$ cat config.mk
export PLATFORM = sky130hd
export DESIGN_NAME = rme_sqrt_cell
export DESIGN_NICKNAME = d
export VERILOG_FILES = /design/src/rme_pkg.sv /design/src/rme_sqrt_cell.sv
export SDC_FILE = /design/constraint.sdc
export NUM_CORES = 1
export LEC_CHECK = 0
export ABC_AREA = 1
export BUFFER_PORTS_ARGS = -buffer_cell sky130_fd_sc_hd__buf_2
export CAP_MARGIN = 10
export CORE_MARGIN = 10
export CORE_UTILIZATION = 41
export DETAILED_ROUTE_END_ITERATION = 10
export GPL_TIMING_DRIVEN = 0
export PLACE_DENSITY = 0.69
export SKIP_CTS_REPAIR_TIMING = 1
export SYNTH_ARGS = -nofsm -noshare
export SYNTH_HDL_FRONTEND = slang
export SYNTH_SLANG_ARGS = --single-unit
$ cat constraint.sdc
create_clock -name clk -period 9.3 [get_ports clk]
set_input_delay 0.93 -clock clk [delete_from_list [all_inputs] [get_ports clk]]
set_output_delay 0.93 -clock clk [all_outputs]
set_load 0.005 [all_outputs]
$ cat src/rme_pkg.sv
package rme_pkg;

    localparam int CORDIC_STAGES = 16;
    localparam int SQRT_STEPS = 16;
    localparam int PIPE_DEPTH = SQRT_STEPS + CORDIC_STAGES + 2;
    localparam int CW = 34;
    localparam int ZW = 28;
    localparam logic signed [ZW-1:0] HALF_PI_UNITS = 28'sd26353589;
    localparam logic signed [15:0] ANGLE_LIMIT = 16'sd25736;
    localparam int PADDR_W = 2;
    localparam logic [PADDR_W-1:0] ADDR_THRESHOLD = 2'd0;
    localparam logic [14:0] THRESHOLD_RESET = 15'd1;

    typedef struct packed {
        logic signed [15:0] m00;
        logic signed [15:0] m10;
        logic signed [15:0] m20;
        logic signed [15:0] m11;
        logic signed [15:0] m12;
        logic signed [15:0] m21;
        logic signed [15:0] m22;
    } matrix_t;

    typedef struct packed {
        logic signed [15:0] angle_first;
        logic signed [15:0] angle_second;
        logic signed [15:0] angle_third;
        logic is_singular;
    } euler_t;

    // One CORDIC lane: vector, accumulated angle and a zero-input flag.
    typedef struct packed {
        logic signed [CW-1:0] x;
        logic signed [CW-1:0] y;
        logic signed [ZW-1:0] z;
        logic zero;
    } lane_t;

    typedef lane_t [2:0] lanes_t;

    function automatic logic signed [ZW-1:0] atan_entry(input int i);
        logic signed [ZW-1:0] r;
        case (i)
            0: r = 28'sd13176795;
            1: r = 28'sd7778716;
            2: r = 28'sd4110060;
            3: r = 28'sd2086331;
            4: r = 28'sd1047214;
            5: r = 28'sd524117;
            6: r = 28'sd262123;
            7: r = 28'sd131069;
            default: r = ZW'(28'sd65536 >>> (i - 8));
        endcase
        return r;
    endfunction

endpackage

$ cat src/rme_sqrt_cell.sv
module rme_sqrt_cell
    import rme_pkg::*;
(
    input  logic        clk,
    input  logic        en,
    input  logic [4:0]  step,
    input  logic [33:0] rem_in,
    input  logic [16:0] root_in,
    input  matrix_t     mat_in,
    output logic [33:0] rem_reg,
    output logic [16:0] root_reg,
    output matrix_t     mat_reg
);
    // One digit of a restoring square root, most significant pair first.
    logic [33:0] trial;
    logic [33:0] rem_next;
    logic [16:0] root_next;
    logic [5:0]  sh;

    always_comb
    begin
        sh = 6'(2 * (SQRT_STEPS - 1 - 32'(step)));
        trial = {15'd0, root_in, 2'b01} << sh;
        if (rem_in >= trial)
        begin
            rem_next = rem_in - trial;
            root_next = {root_in[15:0], 1'b1};
        end
        else
        begin
            rem_next = rem_in;
            root_next = {root_in[15:0], 1'b0};
        end
    end

    always_ff @(posedge clk)
    begin
        if (en)
        begin
            rem_reg <= rem_next;
            root_reg <= root_next;
            mat_reg <= mat_in;
        end
    end
endmodule

==> metrics.md, run 1 <==
| Metric | Value |
|---|---|
| Fin crit period | 4.53 ns |
| Starting density of the core | 41.6% |
| CTS buffer count | 17 |
| DR WL/cell | 19.9 um |
| Yosys reg bits | 163 |
| Row count | 53 |
| Post-Syn Area | 8710 um2 |
| Max cap viols | 0 |
| Die Ht | 166 um |
| Die X | 166 um |
| Final GP Congestion | 0.966 |
| Internal power | 1.42 mW |
| Worst slew pin tran | 1.09 ns |
| RSZ-0062 raised after global routing | no |
| Area contributors post-synth | edfxtp_1 56%, nand2_1 14%, ha_1 4.9%, inv_1 4.8%, nor2_1 2.6% |
| Via count | 7788 |
| Yosys top cell by area | edfxtp_1 |
| Final period utilization | 48.8% |
| Core area | 21000 um2 |
| Reg clk slew, reported paths | 0.08 ns |
| Ys flop type | edfxtp_1 |
| Status | completed |
| Total wire length | 31600 um |
| Crit Path Category | in -> reg |
| IO Port Bufs | 330 |
| Sequential area share after synthesis | 56.2% |
| Unique masters post-synth | 38 |
| Crit Path Max Fanout | 10 |
| Critical path arrival | 4.71 ns |
| Clock share of power | 34.2% |
| Synth top cells by count | 327 x nand2_1, 163 x edfxtp_1, 111 x inv_1 |
| # IOs | 333 |
| Clock buffer depth | 2 |
| VDD IR-drop max | 0.000119 V |
| Count leader, synth | nand2_1 |
| Vias in the first global route | 7619 |
| H-tree Lvls | 4 |
| Fin. max-slew vios | 0 |
| Design area | 11300 um2 |
| Post-detail-place hpwl | 26300 um |
| HP Class | in -> reg |
| Combinational fraction of design power | 21.5% |
| Root Buffer | clkbuf_16 |
| Synth Instances | 943 |
| First-pass GRT wire length | 46300 um |
| Final hold violations | 0 |
| Setup TNS | 0 ns |
| Post-synth EDFFs | 163 |
| Async S/R FF share, synth | 0% |
| Gr usage total | 21.9% |
| Sequential share of power | 44.4% |
| CP endpoint kind | flop |
| Post-detailed-route count of antenna-violating nets | 0 |
| Die area | 27500 um2 |
| Pwr Total | 2.05 mW |
| Switch Pwr | 627 uW |
| Top cell type's share of synthesized area | 56.2% |
| Fraction of layout cells with a size suffix above 1 | 31.3% |
| Mapped Nets | 1147 |
| Total grt overflow | 0 |
| Pre-CTS WS | 4.37 ns |
| Avg Synthesized Cell Area | 9.23 um2 |
| Pwr Density | 181 nW/um2 |
| Final Worst Setup Slack | 4.77 ns |
| Vias per inst | 4.92 |
| DRT iter0 DRCs | 633 |
| P&R area growth vs syn | 30.1% |
| Switching Fraction | 30.6% |
| Startpoint Class | input port |
| Leakage | 5.42 nW |
| Layout Nets | 1497 |
| Final setup viols | 0 |
| Synthesis Warnings | 0 |
| Worst EP required | 9.48 ns |
| Fmax | 221 MHz |
| Layout fillers | 1979 |
| Pre-Repair DR Iteration Count | 5 |
| Drc violations | 0 |
| Clock Sink Count | 163 |
| Largest net degree at the start of global routing | 91 |
| CTS tree | built |
| Max reg flops | 112 |
| DP Area | 10700 um2 |
| Initial antenna violation count | 2 |
| Slew Limit Headroom | 27.0% |
-- layout by cell type (no fill, tap or decap), types with 6 or more instances in the layout --
master and instances:
a21oi_1 37, buf_2 334, clkbuf_1 9, clkbuf_16 17
edfxtp_1 163, ha_1 34, inv_1 111, nand2_1 327
nand2_2 13, nand3_1 36, nand3_2 12, nand4_1 8
nor2_1 61, nor2_2 6, nor3_1 14, o21ai_0 44
xor2_1 14
-- power by group through the flow --
| stage | logic, mW | clock network (mW) | registers [mW] |
|---|---|---|---|
| after global routing | 0.487 | 0.740 | 0.916 |
| after floorplan | 0.218 | 0 | 0.939 |
| after detailed placement | 0.441 | 0 | 0.926 |
| final | 0.440 | 0.701 | 0.909 |
| after global placement | 0.436 | 0 | 0.927 |
| after CTS | 0.443 | 0.713 | 0.909 |
-- logic make-up after synthesis --
| group | share of synthesized area, % |
|---|---|
| AND/OR/NAND/NOR | 23.8 |
| buffers and inverters | 6.52 |
| XOR/XNOR | 1.71 |
| AO/OA/AOI/OAI | 6.25 |
| adder cells (fa/ha/maj) | 4.89 |
| flip-flops | 56.2 |
| multiplexers | 0.575 |
-- final timing paths --
check	from	to	slack (ns)	cells after the start
setup / recovery	step[3]	rem_reg[18]	4.77	21
hold / removal	mat_in[6]	mat_reg[6]	0.67	1
-- final cells by class --
type	count	area, um2	area share [%]
Antenna cell	3	7.51	0.0663
Timing Repair Buffer	331	1690	14.9
Clock buffer	17	425	3.75
Buffer	19	129	1.14
Multi-Input combinational cell	644	3240	28.6
Clock inverter	15	160	1.41
Inverter	117	439	3.88
Sequential cell	163	4890	43.2
Tap cell	275	344	3.04
-- per-stage QoR --
step	hold slack, ns	std cells	utilization (%)
after global placement	1.11	1548	51.1
after floorplan	1.03	943	-
after CTS	0.654	1581	54.0
final	0.671	1584	54.1
after global routing	0.654	1583	54.1
after detailed placement	1.11	1549	51.2
-- worst max-delay path, stage by stage --
cell and delay [ns]:
buf_2 0.11, inv_1 0.12, nor2_1 0.39, inv_1 0.26
nor4_1 0.87, nand2_1 0.27, ha_1 0.43, nand2_1 0.11
nand2_1 0.06, nand2_1 0.06, nand2_1 0.05, nand2_1 0.06
nand3_2 0.12, nand2_1 0.14, nand3_2 0.08, nand2_1 0.11
nand2_4 0.06, buf_12 0.15, buf_6 0.15, nand2_1 0.10
nand2_1 0.06
-- layer usage --
| metal | track usage, % | wire, um | vias up |
|---|---|---|---|
| li1 | - | - | 3840 |
| met1 | 24.1 | 12300 | 3640 |
| met2 | 41.3 | 17100 | 282 |
| met3 | 4.76 | 1760 | 26 |
| met4 | 5.97 | 482 | 0 |
| met5 | 0 | 0 | - |
No activity file was read; power rests on OpenSTA's default activity.
==> run 2, diff against run 1 <==
--- a/config.mk
+++ b/config.mk
@@ -12,7 +12,7 @@
 export CORE_UTILIZATION = 41
 export DETAILED_ROUTE_END_ITERATION = 10
 export GPL_TIMING_DRIVEN = 0
-export PLACE_DENSITY = 0.69
+export PLACE_DENSITY = 0.71
 export SKIP_CTS_REPAIR_TIMING = 1
 export SYNTH_ARGS = -nofsm -noshare
 export SYNTH_HDL_FRONTEND = slang
==> constraint.sdc (replaced) <==
create_clock -name clk -period 3.9 [get_ports clk]
set_input_delay 0.39 -clock clk [delete_from_list [all_inputs] [get_ports clk]]
set_output_delay 0.39 -clock clk [all_outputs]
set_load 0.005 [all_outputs]
==> metrics.md, run 2 (synthesis results as in run 1) <==
| Metric | Value |
|---|---|
| DRT iter0 DRCs | 599 |
| Worst setup path end | rem_reg[18] |
| Switching Fraction | 30.2% |
| Clock buffer depth | 2 |
| IO Port Bufs | 330 |
| Reg clk slew, reported paths | 0.07 ns |
| Internal power | 3.39 mW |
| Total grt overflow | 0 |
| First-pass GRT wire length | 46500 um |
| DR WL/cell | 19.8 um |
| Total wire length | 31400 um |
| Die area | 27500 um2 |
| Pwr Total | 4.86 mW |
| VDD IR-drop max | 0.000278 V |
| Crit Path Max Fanout | 10 |
| Max reg flops | 112 |
| Worst slew pin tran | 0.694 ns |
| Drc violations | 0 |
| Via count | 7791 |
| Critical path arrival | 3.79 ns |
| Core area | 21000 um2 |
| Post-detail-place hpwl | 26200 um |
| Clock Sink Count | 163 |
| Final GP Congestion | 0.962 |
| Root Buffer | clkbuf_16 |
| Slew Limit Headroom | 53.7% |
| CTS buffer count | 17 |
| HP Class | in -> reg |
| Final period utilization | 92.7% |
| Final hold violations | 0 |
| Max cap viols | 0 |
| Layout Nets | 1497 |
| Leakage | 5.42 nW |
| Pre-Repair DR Iteration Count | 5 |
| Row count | 53 |
| H-tree Lvls | 4 |
| Met2 Wirelength | 16800 um |
| Sequential share of power | 44.7% |
| Largest net degree at the start of global routing | 93 |
| Fmax | 277 MHz |
| RSZ-0062 raised after global routing | no |
| Hold Slack | 0.134 ns |
| Vias in the first global route | 7603 |
| Layout Cells excl Fill | 1584 |
| Fin. max-slew vios | 0 |
| Crit Path Category | in -> reg |
| Fraction of layout cells with a size suffix above 1 | 31.4% |
| Switch Pwr | 1.46 mW |
| Clock share of power | 33.7% |
| Starting density of the core | 41.6% |
| # IOs | 333 |
| Critical Path Start | step[3] |
| Startpoint Class | input port |
| CTS tree | built |
| P&R area growth vs syn | 30.2% |
| Combinational fraction of design power | 21.7% |
| Routed met1 length | 12000 um |
| Initial antenna violation count | 3 |
| Die Ht | 166 um |
| Die X | 166 um |
| Vias per inst | 4.92 |
| Worst EP required | 4.07 ns |
| DP Area | 10700 um2 |
| CP endpoint kind | flop |
| Most frequent cells in the layout | 334 x buf_2, 327 x nand2_1, 163 x edfxtp_1 |
| Status | completed |
| Post-detailed-route count of antenna-violating nets | 0 |
| Dpl cells | 1549 |
| Pwr Density | 428 nW/um2 |
| Gr usage total | 21.9% |
| Final setup viols | 0 |
| DR WL met3 | 1980 um |
| Commonest non-fill, non-tap cell in the layout | buf_2 |
| Design area | 11300 um2 |
| Fin crit period | 3.61 ns |
| Highest Signal Layer | met4 |
[run 2: worst min-delay path by stage]
stage | start | to | cells after the start
after floorplan | mat_in[0] | mat_reg[0] | 0
after global placement | mat_in[48] | mat_reg[48] | 1
after detailed placement | mat_in[94] | mat_reg[94] | 1
after CTS | mat_in[52] | mat_reg[52] | 1
after global routing | mat_in[83] | mat_reg[83] | 1
final | mat_in[67] | mat_reg[67] | 1
[run 2: critical path, cell delays in order]
cell and delay (ns):
buf_2 0.11, inv_1 0.11, nor2_1 0.39, inv_1 0.27, nor4_2 0.55, nand2_1 0.24
ha_1 0.41, nand2_1 0.11, nand2_1 0.06, nand2_1 0.06, nand2_1 0.04, nand2_1 0.06
nand3_2 0.14, nand2_1 0.14, nand3_2 0.08, nand2_1 0.11, nand2_4 0.07, buf_12 0.15
buf_6 0.15, nand2_1 0.07, nand2_1 0.07
[run 2: power by group through the flow]
stage                     Clock [mW]  Combinational (mW)  Sequential, mW
after global routing            1.76                1.16            2.19
final                           1.63                1.05            2.17
after detailed placement           0                1.05            2.21
after CTS                       1.68                1.06            2.17
after global placement             0                1.04            2.21
after floorplan                    0               0.520            2.24
[run 2: stage by stage]
step / utilization, % / setup slack, ns / TNS [ns]
final: 54.1 / 0.286 / 0
after global placement: 51.1 / -0.484 / -13.94
after CTS: 54.0 / 0.0102 / 0
after floorplan: - / 0.876 / 0
after detailed placement: 51.2 / -0.448 / -13.46
after global routing: 54.1 / 0.0559 / 0
[run 2: final cells by class]
class	count	area [um2]
flip-flops and latches	163	4890
multi-input cells	644	3250
well taps	275	344
inverters	117	439
plain buffers	19	129
clock inverters	15	160
repair buffers	331	1690
clock buffers	17	425
fillers	1956	9620
diodes	3	7.51
[run 2: routing by layer]
layer  up-vias  track usage, %
met1      3620            24.2
li1       3839               -
met2       302            40.6
met3        30            5.44
met4         0            5.97
met5         -               0
==> run 3, diff against run 2 <==
--- a/config.mk
+++ b/config.mk
@@ -5,14 +5,13 @@
 export SDC_FILE = /design/constraint.sdc
 export NUM_CORES = 1
 export LEC_CHECK = 0
-export ABC_AREA = 1
 export BUFFER_PORTS_ARGS = -buffer_cell sky130_fd_sc_hd__buf_2
 export CAP_MARGIN = 10
 export CORE_MARGIN = 10
-export CORE_UTILIZATION = 41
+export CORE_UTILIZATION = 36
 export DETAILED_ROUTE_END_ITERATION = 10
 export GPL_TIMING_DRIVEN = 0
-export PLACE_DENSITY = 0.71
+export PLACE_DENSITY = 0.65
 export SKIP_CTS_REPAIR_TIMING = 1
 export SYNTH_ARGS = -nofsm -noshare
 export SYNTH_HDL_FRONTEND = slang
==> metrics.md, run 3 <==
| Metric | Value |
|---|---|
| Simple-gate portion of the synthesized area | 10.9% |
| Pre-CTS WS | -1.10 ns |
| Final period utilization | 98.1% |
| Synthesis Warnings | 0 |
| Buf/Inv on CP | 5 |
| Worst path max stage delay | 0.44 ns |
| Final GP Congestion | 0.903 |
| DP Area | 10000 um2 |
| Most frequent cells in the layout | 331 x buf_2, 163 x edfxtp_1, 85 x nand2_1 |
| # IOs | 333 |
| Startpoint Class | input port |
| Yosys reg bits | 163 |
| DR WL/cell | 21.1 um |
| Synth Instances | 646 |
| Sequential area share after synthesis | 61.4% |
| Post-detail-place hpwl | 21800 um |
| Worst slew pin tran | 0.907 ns |
| Clock buffer depth | 2 |
| Adder-cell share of the synthesized area | 5.33% |
| Ys flop type | edfxtp_1 |
| Layout Cells excl Fill | 1309 |
| Largest family of logic cells by synthesized area | compound AO/OA/AOI/OAI gates |
| Post-detailed-route count of antenna-violating nets | 0 |
| Pre-Repair DR Iteration Count | 7 |
| Layout Nets | 1216 |
| Die Ht | 169 um |
| CP endpoint kind | flop |
| First-pass GRT wire length | 39900 um |
| Drc violations | 0 |
| Synth top cells by count | 163 x edfxtp_1, 86 x nand2_1, 49 x o21ai_0 |
| Status | completed |
| Worst EP required | 4.06 ns |
| DRT iter0 DRCs | 653 |
| Count leader, synth | edfxtp_1 |
| VDD IR-drop max | 0.000268 V |
| Vias per inst | 5.11 |
| Starting density of the core | 36.5% |
| Clock Sink Count | 163 |
| Fraction of layout cells with a size suffix above 1 | 43.9% |
| Final setup viols | 0 |
| Gr usage total | 18.2% |
| Die area | 28500 um2 |
| Leakage | 4.66 nW |
| Largest net degree at the start of global routing | 94 |
| Area contributors post-synth | edfxtp_1 61%, ha_1 5.3%, nand2_1 4.0%, o21ai_0 3.1%, a21oi_1 2.1% |
| Commonest non-fill, non-tap cell in the layout | buf_2 |
| Total wire length | 27700 um |
| Post-synthesis mux area share | 4.27% |
| Final Worst Setup Slack | 0.0757 ns |
| Core area | 21800 um2 |
| Crit-path cells | buf_4, buf_8, mux2i_1, mux2i_1, nand2_1, o21ai_2, a21oi_2, or2_4, ha_1, buf_6, nand2_2, or2_1, or4_4, nor4_4, o21a_1, a311oi_1, o31a_1, buf_6, buf_6, nand2_1, o31ai_1 |
| Most frequent cell on the critical path | buf_6 |
| Via count | 6688 |
| Fmax | 261 MHz |
| Dominant delay contributor by cell family on the critical path | simple AND/OR/NAND/NOR gates |
| CTS tree | built |
| Initial antenna violation count | 5 |
| Unique masters post-synth | 58 |
| Post-synth EDFFs | 163 |
| P&R area growth vs syn | 38.2% |
| Avg Synthesized Cell Area | 12.3 um2 |
| Setup TNS | 0 ns |
| Max reg flops | 112 |
| Dpl cells | 1256 |
| H-tree Lvls | 4 |
| Yosys top cell by area | edfxtp_1 |
| Final hold violations | 0 |
| Crit Path Max Fanout | 10 |
| Slowest cell on crit path | or4_4 |
| HP Class | in -> reg |
| XOR/XNOR Fraction of Synth Area | 2.96% |
| Synth Area in Compound Gates | 13.0% |
| Die X | 169 um |
| Pwr Density | 439 nW/um2 |
| Max cap viols | 0 |
| Top cell type's share of synthesized area | 61.4% |
| Fin crit period | 3.82 ns |
| Critical path arrival | 3.98 ns |
| Fin. max-slew vios | 0 |
| CTS buffer count | 17 |
| Post-Syn Area | 7980 um2 |
| Design area | 11000 um2 |
| Crit Path Category | in -> reg |
| Mapped Nets | 850 |
| Reg clk slew, reported paths | 0.08 ns |
| IO Port Bufs | 329 |
| Pwr Total | 4.83 mW |
| Async S/R FF share, synth | 0% |
| Vias in the first global route | 6509 |
| Total grt overflow | 0 |
| Row count | 54 |
| Root Buffer | clkbuf_16 |
| Slew Limit Headroom | 39.5% |
==> run 3: path summary, 6_finish.rpt <==
| check | from | to | slack [ns] | cells after the start |
|---|---|---|---|---|
| worst max-delay path | step[1] | rem_reg[15] | 0.08 | 21 |
| worst min-delay path | mat_in[109] | mat_reg[109] | 0.14 | 1 |
==> run 3: per-layer routing <==
metal  vias up  share of wire (%)  global-route usage (%)  wire [um]
met1      3198                 39                    20.8      10700
met4         2                1.0                    3.18        288
met2       278                 52                    32.6      14400
li1       3181                  -                       -          -
met5         -              0.036                       0         10
met3        29                8.1                    5.88       2230
==> run 3: cell type report <==
| cell class | instances | area, um2 |
|---|---|---|
| diodes | 4 | 10.0 |
| plain buffers | 24 | 191 |
| clock buffers | 17 | 425 |
| clock inverters | 15 | 156 |
| fillers | 1978 | 10800 |
| inverters | 14 | 56.3 |
| multi-input cells | 444 | 3090 |
| flip-flops and latches | 163 | 4890 |
| well taps | 280 | 350 |
| repair buffers | 348 | 1850 |
==> run 3: cell families (layout without fill, tap and decap cells) <==
family | Yosys count | after routing
XOR/XNOR | 27 | 27
adder cells (fa/ha/maj) | 34 | 34
other | 0 | 4
multiplexers | 28 | 28
AND/OR/NAND/NOR | 187 | 187
flip-flops | 163 | 163
AO/OA/AOI/OAI | 168 | 168
buffers and inverters | 39 | 418
==> run 3: where the power goes <==
group	internal [mW]	switching, mW
combinational	0.449	0.556
clock	0.860	0.798
sequential	2.13	0.0384
total	3.44	1.39
==> run 3: stage by stage <==
stage	hold WS (ns)	util [%]
after detailed placement	0.568	46.0
after global placement	0.567	45.9
after floorplan	0.489	-
after CTS	0.117	48.7
after global routing	0.111	50.5
final	0.137	50.5
